<file path="src/rtl/mono_framebuffer_pixel_packer_macros.svh">
// assertion helpers shared by the packer
`ifndef MONO_FRAMEBUFFER_PIXEL_PACKER_MACROS_SVH
`define MONO_FRAMEBUFFER_PIXEL_PACKER_MACROS_SVH

// implication checked at the same edge
`define MFP_ASSERT_IMP(name, ante, cons, msg) \
  name: assert property (@(posedge clk) disable iff (rst) (ante) |-> (cons)) \
    else $error(msg);

// consequence checked at a later edge than the antecedent
`define MFP_ASSERT_DLY2(name, ante, cons, msg) \
  name: assert property (@(posedge clk) disable iff (rst) (ante) |-> ##2 (cons)) \
    else $error(msg);

`endif

</file>
<file path="src/rtl/mfp_pkg.sv">
package mfp_pkg;

  localparam int ADDR_CALC_W = 16;
  localparam int CFG_IDX_W   = 2;
  localparam int CFG_DATA_W  = 10;
  localparam int DIM_W       = 10;

  localparam logic [CFG_IDX_W-1:0] REG_LANDSCAPE = 2'd0;
  localparam logic [CFG_IDX_W-1:0] REG_WIDTH     = 2'd1;
  localparam logic [CFG_IDX_W-1:0] REG_HEIGHT    = 2'd2;

  localparam logic             LANDSCAPE_RESET = 1'b1;
  localparam logic [DIM_W-1:0] WIDTH_RESET     = 10'd400;
  localparam logic [DIM_W-1:0] HEIGHT_RESET    = 10'd300;

  localparam logic [15:0] BLACK_LIMIT = 16'h7fff;
  localparam logic [7:0]  WHITE_BYTE  = 8'hff;

  localparam logic OP_WRITE = 1'b0;
  localparam logic OP_READ  = 1'b1;

  localparam int OUTQ_DEPTH = 4;
  localparam int OUTQ_PTR_W = 2;
  localparam int OUTQ_CNT_W = 3;

  typedef struct packed {
    logic                   op;
    logic                   ok;
    logic [ADDR_CALC_W-1:0] addr;
    logic [7:0]             mask;
    logic                   set;
  } mfp_req_t;

  typedef struct packed {
    logic clearing;
    logic c_read;
  } mfp_stat_t;

endpackage

</file>
<file path="src/rtl/mfp_outq.sv">
module mfp_outq
  import mfp_pkg::*;
(
  input  logic                  clk,
  input  logic                  rst,
  input  logic                  push,
  input  logic [7:0]            push_data,
  output logic                  out_valid,
  input  logic                  out_ready,
  output logic [7:0]            read_byte,
  output logic [OUTQ_CNT_W-1:0] count
);

  logic [7:0]            q [OUTQ_DEPTH];
  logic [OUTQ_PTR_W-1:0] wr_ptr;
  logic [OUTQ_PTR_W-1:0] rd_ptr;
  logic                  pop;

  assign out_valid = (count != '0);
  assign read_byte = q[rd_ptr];
  assign pop       = out_valid && out_ready;

  always_ff @(posedge clk) begin
    if (rst) begin
      wr_ptr <= '0;
      rd_ptr <= '0;
      count  <= '0;
    end else begin
      if (push) begin
        wr_ptr <= wr_ptr + 1'b1;
      end
      if (pop) begin
        rd_ptr <= rd_ptr + 1'b1;
      end
      case ({push, pop})
        2'b10:   count <= count + 1'b1;
        2'b01:   count <= count - 1'b1;
        default: count <= count;
      endcase
    end
  end

  always_ff @(posedge clk) begin
    if (push) begin
      q[wr_ptr] <= push_data;
    end
  end

endmodule

</file>
<file path="config.mk">
export PLATFORM = sky130hd
export DESIGN_NAME = mfp_outq
export DESIGN_NICKNAME = d
export VERILOG_FILES = /design/src/rtl/mono_framebuffer_pixel_packer_macros.svh /design/src/rtl/mfp_pkg.sv /design/src/rtl/mfp_outq.sv
export SDC_FILE = /design/constraint.sdc
export NUM_CORES = 1
export LEC_CHECK = 0
export BUFFER_PORTS_ARGS = -buffer_cell sky130_fd_sc_hd__buf_2
export CAP_MARGIN = 20
export CORE_ASPECT_RATIO = 0.5
export CORE_MARGIN = 10
export CORE_UTILIZATION = 55
export DETAILED_ROUTE_END_ITERATION = 8
export PLACE_DENSITY = 0.73
export SETUP_SLACK_MARGIN = 0.02
export SYNTH_ARGS = -nofsm -noshare
export SYNTH_HDL_FRONTEND = slang
export SYNTH_SLANG_ARGS = --single-unit
</file>
<file path="constraint.sdc">
create_clock -name clk -period 2.75 [get_ports clk]
set_clock_uncertainty 0.2 [all_clocks]
set_input_delay 0.4125 -clock clk [delete_from_list [all_inputs] [get_ports clk]]
set_output_delay 0.4125 -clock clk [all_outputs]
set_load 0.005 [all_outputs]
</file>
# ---- After elaboration in Yosys (flattened, before gate mapping)
# Memory sizes are Yosys's and may differ from the RTL's. A register that Yosys moved wholly into a read port is not among the register bits.
# Index checks and enable logic that the tools add are counted.
dict set report word_totals {
  register_bits 7
  latch_bits 0
  mem_bits_rw 32
  rom_bits 0
  input_bits 12
  out_inout_bits 12
  elab_cells 18
  mem_count 1
}
dict set report classes {
  add_sub_neg 4
  n_mul 0
  div_mod_pow 0
  n_lt_le_gt_ge 0
  eq_ne 2
  shift 0
  n_mux 5
  bitwise_logic 0
  n_reduce_logical 3
}
# name depth word_bits read_ports rd_clocked_by_memory_dff write_ports line
set mem_list {}
lappend mem_list {q 4 8 1 1 1 mfp_outq.sv:14} ;# logic [7:0] q [OUTQ_DEPTH];
# cell n
set ops {}
lappend ops {{case mux 3 bit (2 select lines)} 1}
lappend ops {{adder 2 x 1 -> 2 bit (second input constant)} 2}
lappend ops {{2-to-1 mux 2 bit} 2}
lappend ops {{adder 3 x 1 -> 3 bit (second input constant)} 1}
lappend ops {{nonzero test 3 bit} 1}
lappend ops {{subtractor 3 x 1 -> 3 bit (second input constant)} 1}
lappend ops {{equality test 2 x 1 -> 1 bit (second input constant)} 1}
lappend ops {{equality test 2 bit (second input constant)} 1}
lappend ops {{2-to-1 mux 1 bit} 2}
lappend ops {{nonzero test 2 bit} 1}
lappend ops {{logical AND 1 bit} 1}

# ---- Longest topological paths before layout
dict set report logic_depth {
  depth_word 4
  depth_mapped 7
  ltp_nobuf 7
}

# ---- Worst setup path after synthesis
# No wires, ideal clock.
dict set report synth_timing {
  kind {flip-flop to flip-flop}
  startpoint {register count[0]}
  endpoint {register count[2]}
  setup_ns 0.070
  arrival_ns 1.759
  required_time_ns 2.480
  slack_ns 0.721
  stages_incl_launch_ff 8
  n_path_buf 0
  period_less_slack_ns 2.029
  cell_sequence {dfxtp_1 o31a_2 ha_1 inv_1 fa_1 xor2_1 or3_1 a21oi_1}
}
dict set report synth_via {
  elab_chain_len 4
  elab_cells_between_ends 8
  cone_classes {add/sub: 2; eq/ne: 2; mux: 1; reduce/logical: 3}
}
# item line
set synth_rtl {}
lappend synth_rtl {{start: declaration} mfp_outq.sv:11} ;# output logic [OUTQ_CNT_W-1:0] count
lappend synth_rtl {{start signal: assignment} mfp_outq.sv:36} ;# 2'b10: count <= count + 1'b1;
lappend synth_rtl {{start signal: assignment} mfp_outq.sv:37} ;# 2'b01: count <= count - 1'b1;
lappend synth_rtl {{start signal: assignment} mfp_outq.sv:38} ;# default: count <= count;
lappend synth_rtl {{nonzero test 3 bit *} mfp_outq.sv:19} ;# assign out_valid = (count != '0);
lappend synth_rtl {{logical AND 1 bit *} mfp_outq.sv:21} ;# assign pop = out_valid && out_ready;
lappend synth_rtl {{named net pop} mfp_outq.sv:17} ;# logic pop;
lappend synth_rtl {{equality test 2 x 1 -> 1 bit or equality test 2 bit (tied branches)} mfp_outq.sv:35} ;# case ({push, pop})
lappend synth_rtl {{case mux 3 bit (2 select lines) or nonzero test 2 bit (tied branches)} n/a}
# The timed path passes the listed nets; every way through them passes the cells marked *.
# A chain may end at the register's enable or synchronous reset.

# ---- Final worst setup path
# Same ends and word-level chain as after synthesis.

==> flow_metrics.env <==
export IMPL_outcome="finished clean"
export IMPL_core_area_um2=2700
export IMPL_worst_path_max_delay_cell="dfxtp_1"
export IMPL_setup_worst_path_end_class="flip-flop"
export IMPL_finalSetupViolCount=0
export IMPL_r2r_slack_ns=0.47
export IMPL_vias_per_cell=5.53
export IMPL_grt_ovfl_total=0
export IMPL_insertedDiodeCount=0
export IMPL_drcViolationCount=0
export IMPL_rsz0062_at_grt="no"
export IMPL_synth_seq_cells=41
export IMPL_r2r_end="count[2]$_SDFFE_PP0P_"
export IMPL_ant_nets=0
export IMPL_dr_pass1_iters=4
export IMPL_tightestPinTransition_ns=0.514
export IMPL_drv_slew=0
export IMPL_post_cts_buffers=0
export IMPL_antenna_found_initial=0
export IMPL_avgSynthCellArea_um2=18.2
export IMPL_hold_viol_final=0
export IMPL_total_leakage_power_nw=0.668
export IMPL_htreeDepth=2
export IMPL_fin_crit_sh_pct=82.8
export IMPL_grt_start_max_net_pins=13
export IMPL_cap_violations=0
export IMPL_numCtsBuffers=5
export IMPL_syn_num_nets=107
export IMPL_grt_usage_pct=10.4
export IMPL_r2r_start="count[0]$_SDFFE_PP0P_"
export IMPL_seq_area_um2=1140
export IMPL_yosysUniqueCellTypes=20
export IMPL_multi_input_area_um2=433
export IMPL_power_density_nw_per_um2=810
export IMPL_wire_per_inst_um=18.4
export IMPL_crit_arrival_ns=2.28
export IMPL_clock_sinks=41
export IMPL_fin_nets=134
export IMPL_io_pin_count=24
export IMPL_dp_cells=146
export IMPL_place_congestion=0.657
export IMPL_initial_core_util_pct=59.9
export IMPL_rows=13
export IMPL_holdBufCountCts=0
export IMPL_grt_pass1_wl_um=4450
export IMPL_ctsResizeCount=0
export IMPL_grt_pass1_vias=870
export IMPL_synth_seq_area_share_pct=70.6
export IMPL_setup_tns_ns=0
export IMPL_required_ns=2.75
export IMPL_holdCritStartpoint="push_data[5]"
export IMPL_io_buffers=23
export IMPL_cts_root_buf="clkbuf_8"
export IMPL_clkLatencyLatePin_ns=0.28
export IMPL_vdd_drop_max_v=0.000485
export IMPL_place_area_um2=1760
export IMPL_die_height_um=58.3
export IMPL_path_delay_family="adder cells"
export IMPL_worstPathCellList="o31a_2 -> ha_1 -> inv_1 -> fa_1 -> xor2_1 -> or3_1 -> a21oi_1"
export IMPL_fin_crit_ns=2.28
export IMPL_slowest_delay_ns=0.45
export IMPL_hp_class="in -> reg"
export IMPL_final_cell_mix="32 x edfxtp_1, 23 x buf_2, 9 x dfxtp_1"
export IMPL_drive_above_1_share_pct=34.2
export IMPL_final_cells=154
export IMPL_area_growth_synth_to_final_pct=13.8
export IMPL_cp_max_fo=6
export IMPL_fmax_ghz=0.439
export IMPL_clockBufferDepth=2
export IMPL_crit_path_start_kind="flip-flop"
export IMPL_maxSlewHeadroom_pct=65.7
export IMPL_design_area_um2=1840
export IMPL_whs_ns=0.146
export IMPL_synth_area_um2=1620
export IMPL_dp_hpwl_um=2060
export IMPL_critPathKind="reg -> reg"
export IMPL_critical_path_buf_inv_count=1
export IMPL_drt_iter0_drc=53
export IMPL_die_w_um=96.7
export IMPL_min_path_cells=1
export IMPL_via_count=852
export IMPL_cts_clk_slew_worst_paths_ns=0.07
export IMPL_rr_worst_depth=7
export IMPL_routed_wl_um=2830
export IMPL_die_area_um2=5640
export IMPL_total_power_mw=1.49
export IMPL_min_to="q[0][5]$_DFFE_PP_"
export IMPL_ys_warnings_count=0
export IMPL_cts_tree="yes"
export IMPL_syn_inst=89
export IMPL_final_common_cell="edfxtp_1"
export IMPL_nFillCells=202
-- through the flow --
stage	worst slack, ns	utilization, %
after CTS	0.444	68.1
after global placement	0.648	65.1
after global routing	0.330	68.1
after floorplan	0.721	-
final	0.474	68.1
after detailed placement	0.479	65.1
-- final cells by class --
type,instances,area share (%)
inverters,6,1.22
well taps,37,2.52
clock buffers,5,3.74
clock inverters,3,0.680
multi-input cells,39,23.5
flip-flops and latches,41,62.0
repair buffers,23,6.26
-- synthesized netlist by cell type --
master / n / area, µm²
a21oi_1: 2 / 10.0
and2_1: 4 / 25.0
buf_6: 1 / 11.3
clkbuf_1: 1 / 3.75
clkbuf_2: 1 / 5.00
dfxtp_1: 9 / 180
edfxtp_1: 32 / 961
fa_1: 1 / 20.0
ha_1: 5 / 62.6
inv_1: 6 / 22.5
mux2i_1: 1 / 10.0
mux4_2: 8 / 180
nor2_1: 8 / 30.0
o21ai_0: 1 / 5.00
o311ai_2: 1 / 16.3
o31a_2: 1 / 10.0
or3_1: 2 / 12.5
xnor2_1: 1 / 8.76
xnor2_2: 1 / 16.3
xor2_1: 3 / 26.3
-- cell families after synthesis --
group,synth area share [%]
multiplexers,11.8
buffers and inverters,2.63
AND/OR/NAND/NOR,4.18
adder cells (fa/ha/maj),5.11
AO/OA/AOI/OAI,2.55
XOR/XNOR,3.17
flip-flops,70.6
-- per-layer routing --
metal / global-route usage (%) / part of all wire (%) / routed length (µm) / vias up
li1: - / - / - / 383
met5: 0 / 0 / 0 / -
met4: 3.76 / 1.9 / 55 / 0
met2: 17.2 / 48 / 1360 / 46
met1: 10.8 / 44 / 1240 / 410
met3: 6.29 / 6.2 / 176 / 13
-- how the worst max path moves through the flow --
stage	startpoint	end	slack [ns]	cells after the start
floorplan	count[0]$_SDFFE_PP0P_	count[2]$_SDFFE_PP0P_	0.72	7
global placement	out_ready	count[2]$_SDFFE_PP0P_	0.65	8
detailed placement	out_ready	count[2]$_SDFFE_PP0P_	0.48	8
CTS	flip-flop	read_byte[6]	0.44	2
global route	flip-flop	read_byte[6]	0.33	2
finish	count[0]$_SDFFE_PP0P_	count[2]$_SDFFE_PP0P_	0.47	7
-- state kept, by name, indices dropped and copies added, names as in the netlist, named ones only --
name,cells
q,32
count,3
rd_ptr,2
wr_ptr,2
-- worst reg2reg max path, stage by stage, from the launching register on --
cell and delay (ns):
dfxtp_1 0.45, o31a_2 0.23, ha_1 0.20, inv_1 0.07
fa_1 0.39, xor2_1 0.16, or3_1 0.31, a21oi_1 0.18
-- report_power, final --
group | switching (mW) | internal [mW] | total, mW | leakage, nW
clock | 0.184 | 0.171 | 0.355 | 0.0430
sequential | 0.0754 | 0.727 | 0.803 | 0.368
combinational | 0.147 | 0.185 | 0.332 | 0.257
total | 0.407 | 1.08 | 1.49 | 0.668
No activity file was read; power rests on OpenSTA's default activity.
