`src/rtl/mono_framebuffer_pixel_packer_macros.svh`:
```
// assertion helpers shared by the packer
`ifndef MONO_FRAMEBUFFER_PIXEL_PACKER_MACROS_SVH
`define MONO_FRAMEBUFFER_PIXEL_PACKER_MACROS_SVH

// implication checked at the same edge
`define MFP_ASSERT_IMP(name, ante, cons, msg) \
  name: assert property (@(posedge clk) disable iff (rst) (ante) |-> (cons)) \
    else $error(msg);

// consequence checked at a later edge than the antecedent
`define MFP_ASSERT_DLY2(name, ante, cons, msg) \
  name: assert property (@(posedge clk) disable iff (rst) (ante) |-> ##2 (cons)) \
    else $error(msg);

`endif

```
`src/rtl/mfp_pkg.sv`:
```
package mfp_pkg;

  localparam int ADDR_CALC_W = 16;
  localparam int CFG_IDX_W   = 2;
  localparam int CFG_DATA_W  = 10;
  localparam int DIM_W       = 10;

  localparam logic [CFG_IDX_W-1:0] REG_LANDSCAPE = 2'd0;
  localparam logic [CFG_IDX_W-1:0] REG_WIDTH     = 2'd1;
  localparam logic [CFG_IDX_W-1:0] REG_HEIGHT    = 2'd2;

  localparam logic             LANDSCAPE_RESET = 1'b1;
  localparam logic [DIM_W-1:0] WIDTH_RESET     = 10'd400;
  localparam logic [DIM_W-1:0] HEIGHT_RESET    = 10'd300;

  localparam logic [15:0] BLACK_LIMIT = 16'h7fff;
  localparam logic [7:0]  WHITE_BYTE  = 8'hff;

  localparam logic OP_WRITE = 1'b0;
  localparam logic OP_READ  = 1'b1;

  localparam int OUTQ_DEPTH = 4;
  localparam int OUTQ_PTR_W = 2;
  localparam int OUTQ_CNT_W = 3;

  typedef struct packed {
    logic                   op;
    logic                   ok;
    logic [ADDR_CALC_W-1:0] addr;
    logic [7:0]             mask;
    logic                   set;
  } mfp_req_t;

  typedef struct packed {
    logic clearing;
    logic c_read;
  } mfp_stat_t;

endpackage

```
`src/rtl/mfp_addr.sv`:
```
module mfp_addr
  import mfp_pkg::*;
#(
  parameter int FRAME_BYTES = 16384,
  parameter int MAX_DIM     = 512
) (
  input  logic             clk,
  input  logic             rst,
  input  logic             in_fire,
  input  logic             landscape_mode,
  input  logic [DIM_W-1:0] frame_width,
  input  logic [DIM_W-1:0] frame_height,
  input  logic             operation,
  input  logic [8:0]       pixel_x,
  input  logic [8:0]       pixel_y,
  input  logic [15:0]      pixel_color,
  input  logic [13:0]      byte_index,
  output logic             b_valid,
  output mfp_req_t         b_req
);

  localparam logic [DIM_W:0]         DIM_LIMIT  = (DIM_W + 1)'(MAX_DIM);
  localparam logic [ADDR_CALC_W-1:0] BYTE_LIMIT = ADDR_CALC_W'(FRAME_BYTES);

  logic [DIM_W:0]         w_ext;
  logic [DIM_W:0]         h_ext;
  logic [DIM_W-1:0]       w_lim;
  logic [DIM_W-1:0]       h_lim;
  logic [DIM_W-1:0]       v;
  logic                   in_frame;
  logic [ADDR_CALC_W-1:0] land_addr;
  logic [ADDR_CALC_W-1:0] port_addr;
  logic [ADDR_CALC_W-1:0] pix_addr;
  logic [ADDR_CALC_W-1:0] rd_addr;
  logic [2:0]             pos;
  mfp_req_t               req;

  always_comb begin
    w_ext = ({1'b0, frame_width} > DIM_LIMIT) ? DIM_LIMIT : {1'b0, frame_width};
    h_ext = ({1'b0, frame_height} > DIM_LIMIT) ? DIM_LIMIT : {1'b0, frame_height};
    w_lim = w_ext[DIM_W-1:0];
    h_lim = h_ext[DIM_W-1:0];
    in_frame = ({1'b0, pixel_x} < w_lim) && ({1'b0, pixel_y} < h_lim);
    // flipped row, only meaningful when the pixel lies inside the frame
    v = h_lim - 10'd1 - {1'b0, pixel_y};
    land_addr = ADDR_CALC_W'(pixel_x[8:1]) * ADDR_CALC_W'(h_lim[9:2])
              + ADDR_CALC_W'(v[9:2]);
    port_addr = ADDR_CALC_W'(pixel_y[8:1]) * ADDR_CALC_W'(w_lim[9:2])
              + ADDR_CALC_W'(pixel_x[8:2]);
    pix_addr = landscape_mode ? land_addr : port_addr;
    pos = landscape_mode ? {v[1:0], pixel_x[0]} : {pixel_x[1:0], pixel_y[0]};
    rd_addr = ADDR_CALC_W'(byte_index);

    req.op   = operation;
    req.set  = (pixel_color >= BLACK_LIMIT);
    req.mask = 8'h80 >> pos;
    if (operation == OP_READ) begin
      req.addr = rd_addr;
      req.ok   = (rd_addr < BYTE_LIMIT);
    end else begin
      req.addr = pix_addr;
      req.ok   = in_frame && (pix_addr < BYTE_LIMIT);
    end
  end

  always_ff @(posedge clk) begin
    if (rst) begin
      b_valid <= 1'b0;
    end else begin
      b_valid <= in_fire;
    end
  end

  always_ff @(posedge clk) begin
    if (in_fire) begin
      b_req <= req;
    end
  end

endmodule

```
`config.mk`:
```
export PLATFORM = sky130hd
export DESIGN_NAME = mfp_addr
export DESIGN_NICKNAME = d
export VERILOG_FILES = /design/src/rtl/mono_framebuffer_pixel_packer_macros.svh /design/src/rtl/mfp_pkg.sv /design/src/rtl/mfp_addr.sv
export SDC_FILE = /design/constraint.sdc
export NUM_CORES = 1
export LEC_CHECK = 0
export CAP_MARGIN = 20
export CORE_MARGIN = 4
export CORE_UTILIZATION = 60
export CTS_CLUSTER_SIZE = 12
export DETAILED_ROUTE_END_ITERATION = 16
export DONT_BUFFER_PORTS = 1
export GPL_ROUTABILITY_DRIVEN = 1
export PLACE_DENSITY = 0.76
export SLEW_MARGIN = 25
export SYNTH_ARGS = -nofsm -noshare
export SYNTH_HDL_FRONTEND = slang
export SYNTH_SLANG_ARGS = --single-unit
```
`constraint.sdc`:
```
create_clock -name clk -period 10.17 [get_ports clk]
set_input_delay 2.034 -clock clk [delete_from_list [all_inputs] [get_ports clk]]
set_output_delay 2.034 -clock clk [all_outputs]
set_load 0.05 [all_outputs]
```
* Word-level counts from Yosys, hierarchy flattened *
Cells that the tools add are included.

cells by class
  $add $sub $neg = 4
  multipliers = 2
  order comparisons = 6
  shifts and indexed selects = 1
  multiplexer cells = 5
  reduce and logical (&&, ||, !) cells = 2

operator list
  operator               count
  $mul 8x8->16           2
  $gt 10x10->1 const B   2
  $lt 9x10->1            2
  $mux 10                2
  $add 16x7->16          1
  $add 16x8->16          1
  $ge 16x15->1 const B   1
  $lt 16x15->1 const B   1
  $mux 16                1
  $mux 14                1
  $sub 10x1->10 const B  1
  $sub 10x9->10          1
  $shr 8x3->8 const A    1
  $mux 3                 1
  $logic_and 1x1->1      2

storage, ports and cells
  bits in registers = 28
  input port bits = 73
  output and inout bits = 28
  logic and storage cells = 27

* Logic depth before layout (Yosys ltp) *
  depth after elaboration = 8
  mapped depth = 28
  depth with buffers taken out = 26

* Worst setup path before layout *
No wires, ideal clock.

  kind = input to register
  from = input frame_height[9]
  to = register b_req[25] in the netlist's numbering (data pin)
  setup time = 255 ps
  data arrival time = 7891 ps
  required time = 9915 ps
  path slack = 2024 ps
  stages = 25
  path buffers = 2
  path through = clkbuf_1 > clkbuf_1 > nor2b_1 > ha_1 > a21o_1 > a21oi_1 > o21ai_1 > a2111o_1 > a31o_1 > a21oi_1 > xnor2_1 > fa_1 > fa_1 > inv_1 > fa_1 > inv_1 > fa_1 > inv_1 > ha_1 > or3_4 > o31ai_4 > o21ai_2 > a31o_1 > a211o_1 > a31o_1

on the way
  word-level cells in the longest chain between the ends = 8
  elaborated cells on any way between the ends = 11
  classes of those cells = add/sub (3); mul (1); order compare (3); mux (2); reduce/logical (2)

ends and longest elaborated chain
  item                    line            RTL
  start: declaration      mfp_addr.sv:12  input logic [DIM_W-1:0] frame_height,
  $gt 10x10->1            mfp_addr.sv:40  h_ext = ({1'b0, frame_height} > DIM_LIMIT) ? DIM_LIMIT : {1'b0, frame_height};
  $mux 10 (*)             mfp_addr.sv:40
  $sub 10x1->10           mfp_addr.sv:45  v = h_lim - 10'd1 - {1'b0, pixel_y};
  $sub 10x9->10           mfp_addr.sv:45
  $add 16x8->16           mfp_addr.sv:47  + ADDR_CALC_W'(v[9:2]);
  $mux 16                 mfp_addr.sv:50  pix_addr = landscape_mode ? land_addr : port_addr;
  $lt 16x15->1            mfp_addr.sv:62  req.ok = in_frame && (pix_addr < BYTE_LIMIT);
  $logic_and 1x1->1 (*)   mfp_addr.sv:62
  end signal: assignment  mfp_addr.sv:76  b_req <= req;
  end: declaration        mfp_addr.sv:19  output mfp_req_t b_req

Every way passes the cells marked *; elsewhere a longest branch is shown, timed or not.
A chain may end at the register's enable or synchronous reset.

* Worst setup path after layout *
  from = input frame_height[5]
  to = register b_req[25] in the netlist's numbering (data pin)

The elaborated chain is that of the path after synthesis.

==> key figures <==
Logic synthesis
  – Post-synth top area cell: fa_1
  – Synthesized area per cell: 8.59 um^2
  – Yosys top cell area share: 26.5%
  – Main area contributors after synthesis: fa_1 26%, ha_1 19%, edfxtp_1 12%
  – Post-Syn Nets: 1,035
  – Register area share after synthesis: 12.5%
  – Syn. warnings: 0
  – Asr flop ratio synth: 0%
  – Synth Instances: 775
  – Synth Cell Area: 6660 um^2
  – Number of synthesized flops with an enable pin: 27
  – Top FF cell, synth: edfxtp_1
  – Synthesized flop and latch total: 28
  – Cell variety after synth: 58

Job
  – Count of maximum capacitance violations: 0

Timing
  – Worst Max-Slew Pin Slew: 0.897 ns
  – Relative slew slack: 40.1%
  – Hold Fails Final Rpt: 0
  – Max Freq: 0.122 GHz
  – TNS Setup: 0 ns
  – Final Setup Violations: 0
  – Final Max Slew Viols: 0
  – Tcrit/Tclk final: 80.9%
  – Minimum hold slack: 1.81 ns
  – RSZ-0062 raised after global routing: false
  – Min Tclk post-route: 8.22 ns

GRT
  – GRT Resource Usage Total: 27.5%
  – Vias in the first global route: 5,930
  – First-pass GRT wire length: 27,900 um
  – Antenna violations before repair: 1
  – Largest net degree at the start of global routing: 37
  – Total grt overflow: 0

Status
  – Outcome: finished clean

Setup path
  – Slowest cell on crit path: o41ai_1
  – Total stage count of the critical path: 24
  – Kind of cell adding the most delay to the critical path: adder cells
  – Buffers & Inverters on Critical Path: 3
  – Worst-path maximum fanout: 6
  – Startpoint class of the critical path: input pin
  – CP endpoint kind: register
  – Setup crit end: b_req[25]$_SDFFCE_PP1P_
  – CP Cell Sequence: nor4_1 > nand2_1 > o41ai_1 > and2_1 > ha_1 > nor3_1 > nor2_1 > a31o_1 > a21oi_1 > xnor2_1 > fa_1 > fa_1 > inv_1 > fa_1 > inv_1 > fa_1 > inv_1 > ha_1 > or3_4 > o31ai_4 > o21ai_2 > a31o_1 > a211o_1 > a31o_1
  – Crit path from: frame_height[5]
  – Crit path required time: 10.22 ns
  – Most frequent CP cell: fa_1
  – CP peak stage delay: 0.60 ns
  – Crit Path Class: in -> reg
  – Data arrival, critical path: 8.27 ns

Detailed routing
  – First DRT Iteration DRCs: 459
  – # DRC: 0
  – Routed len/inst: 18.8 um
  – Via Count: 5,397
  – DR pass1 iterations: 5
  – Final WL: 17,000 um
  – Vias/cell: 5.98
  – Final ANT Viol Nets: 0

Placed design
  – IO buf count: 0
  – Routability cong.: 0.984
  – Detailed placer's ending HPWL: 14,500 um

Power
  – Leak pwr: 3.45 nW
  – Pwr dens: 134 nW/um^2
  – Max VDD drop: 83.6 uV

Die
  – Core region area: 10,800 um^2
  – Chip Width: 113 um
  – Core Rows: 38
  – Full die area: 12,800 um^2
  – Initial Util: 61.4%
  – IO Count: 101
  – Die height: 113 um

Clocking
  – CTS tree: done
  – Inserted Clock Buffers: 3
  – PostCTS Resize Cnt: 0
  – Root buf cell: clkbuf_8
  – CTS clock-pin slew for the worst setup and hold paths: 0.09 ns
  – CTS Hold Bufs: 0
  – # H-tree levels: 1
  – Post-CTS setup buffers: 0
  – Max Root-Sink Buffers: 2
  – CTS Sinks: 28

Finish
  – Commonest non-fill, non-tap cell in the layout: inv_1
  – Most frequent cells in the layout: 145 x inv_1, 99 x ha_1, 93 x nand2_1, 88 x fa_1, 71 x nor2_1
  – Area delta synth->final: 2.78%
  – # nets final: 1,023
  – Share of layout cells above drive strength 1: 2.36%
  – Fill count: 936

Hold path
  – HP Class: in -> reg
  – Hold Path Cell Cnt: 1
final cells by class:
type                    instances  area (um^2)  share of cell area, %
inverters                     151          567                   8.28
clock buffers                   3         41.3                  0.603
flip-flops and latches         28          831                   12.1
clock inverters                 1         30.0                  0.439
well taps                     140          175                   2.56
multi-input cells             579         5200                   75.9
diodes                          1         2.50                 0.0366
cell families (layout without fill, tap and decap cells):
| group | count (synthesis) | count (layout) | share of synthesized area, % |
|---|---|---|---|
| XOR/XNOR | 22 | 22 | 2.89 |
| multiplexers | 12 | 12 | 1.92 |
| flip-flops | 28 | 28 | 12.5 |
| AND/OR/NAND/NOR | 245 | 245 | 16.9 |
| other | 0 | 1 | 0 |
| adder cells (fa/ha/maj) | 187 | 187 | 45.0 |
| AO/OA/AOI/OAI | 113 | 113 | 11.3 |
| buffers and inverters | 168 | 155 | 9.47 |
power breakdown:
group	switching [mW]	leakage, nW	internal [mW]
registers	0.0683	0.270	0.152
clock network	0.0348	0.0357	0.0528
logic	0.346	3.15	0.264
per-layer routing:
metal / wire length (um) / share of wire, % / track usage, % / up-vias
met1: 6170 / 36 / 31.4 / 2596
met3: 1640 / 9.7 / 6.63 / 43
met2: 8570 / 51 / 50.2 / 279
met4: 577 / 3.4 / 9.62 / 0
li1: - / - / - / 2479
met5: 0 / 0 / 0 / -
metrics by stage:
step | cell area [um^2] | utilization (%) | power (mW) | instances | setup WS, ns
2_1_floorplan | 6660 | - | 0.692 | 775 | 2.02
3_3_place_gp | 6770 | 62.5 | 0.813 | 898 | 1.88
3_5_place_dp | 6770 | 62.5 | 0.829 | 898 | 1.71
4_1_cts | 6840 | 63.1 | 0.922 | 902 | 1.98
5_1_grt | 6840 | 63.1 | 1.01 | 902 | 1.62
6_report | 6850 | 63.1 | 0.918 | 903 | 1.95
Yosys cell counts (all sizes together) (13+ instances only):
library cell    n
nand2          93
nor2b          21
fa             88
xnor2          13
o21ai          31
edfxtp         27
inv           147
ha             99
a21oi          28
and2           13
clkbuf         17
nor2           71
flip-flops by register name, summed over array words and instances (netlist names):
signal   count
b_req       27
b_valid      1
worst min path at each step:
stage	startpoint	end	slack (ns)
6_report	rst	b_valid$_SDFF_PP0_	1.81
5_1_grt	rst	b_valid$_SDFF_PP0_	1.80
4_1_cts	rst	b_valid$_SDFF_PP0_	1.81
3_5_place_dp	rst	b_valid$_SDFF_PP0_	2.11
3_3_place_gp	rst	b_valid$_SDFF_PP0_	2.11
2_1_floorplan	rst	b_valid$_SDFF_PP0_	2.11
(Power assumes the default switching activity.)
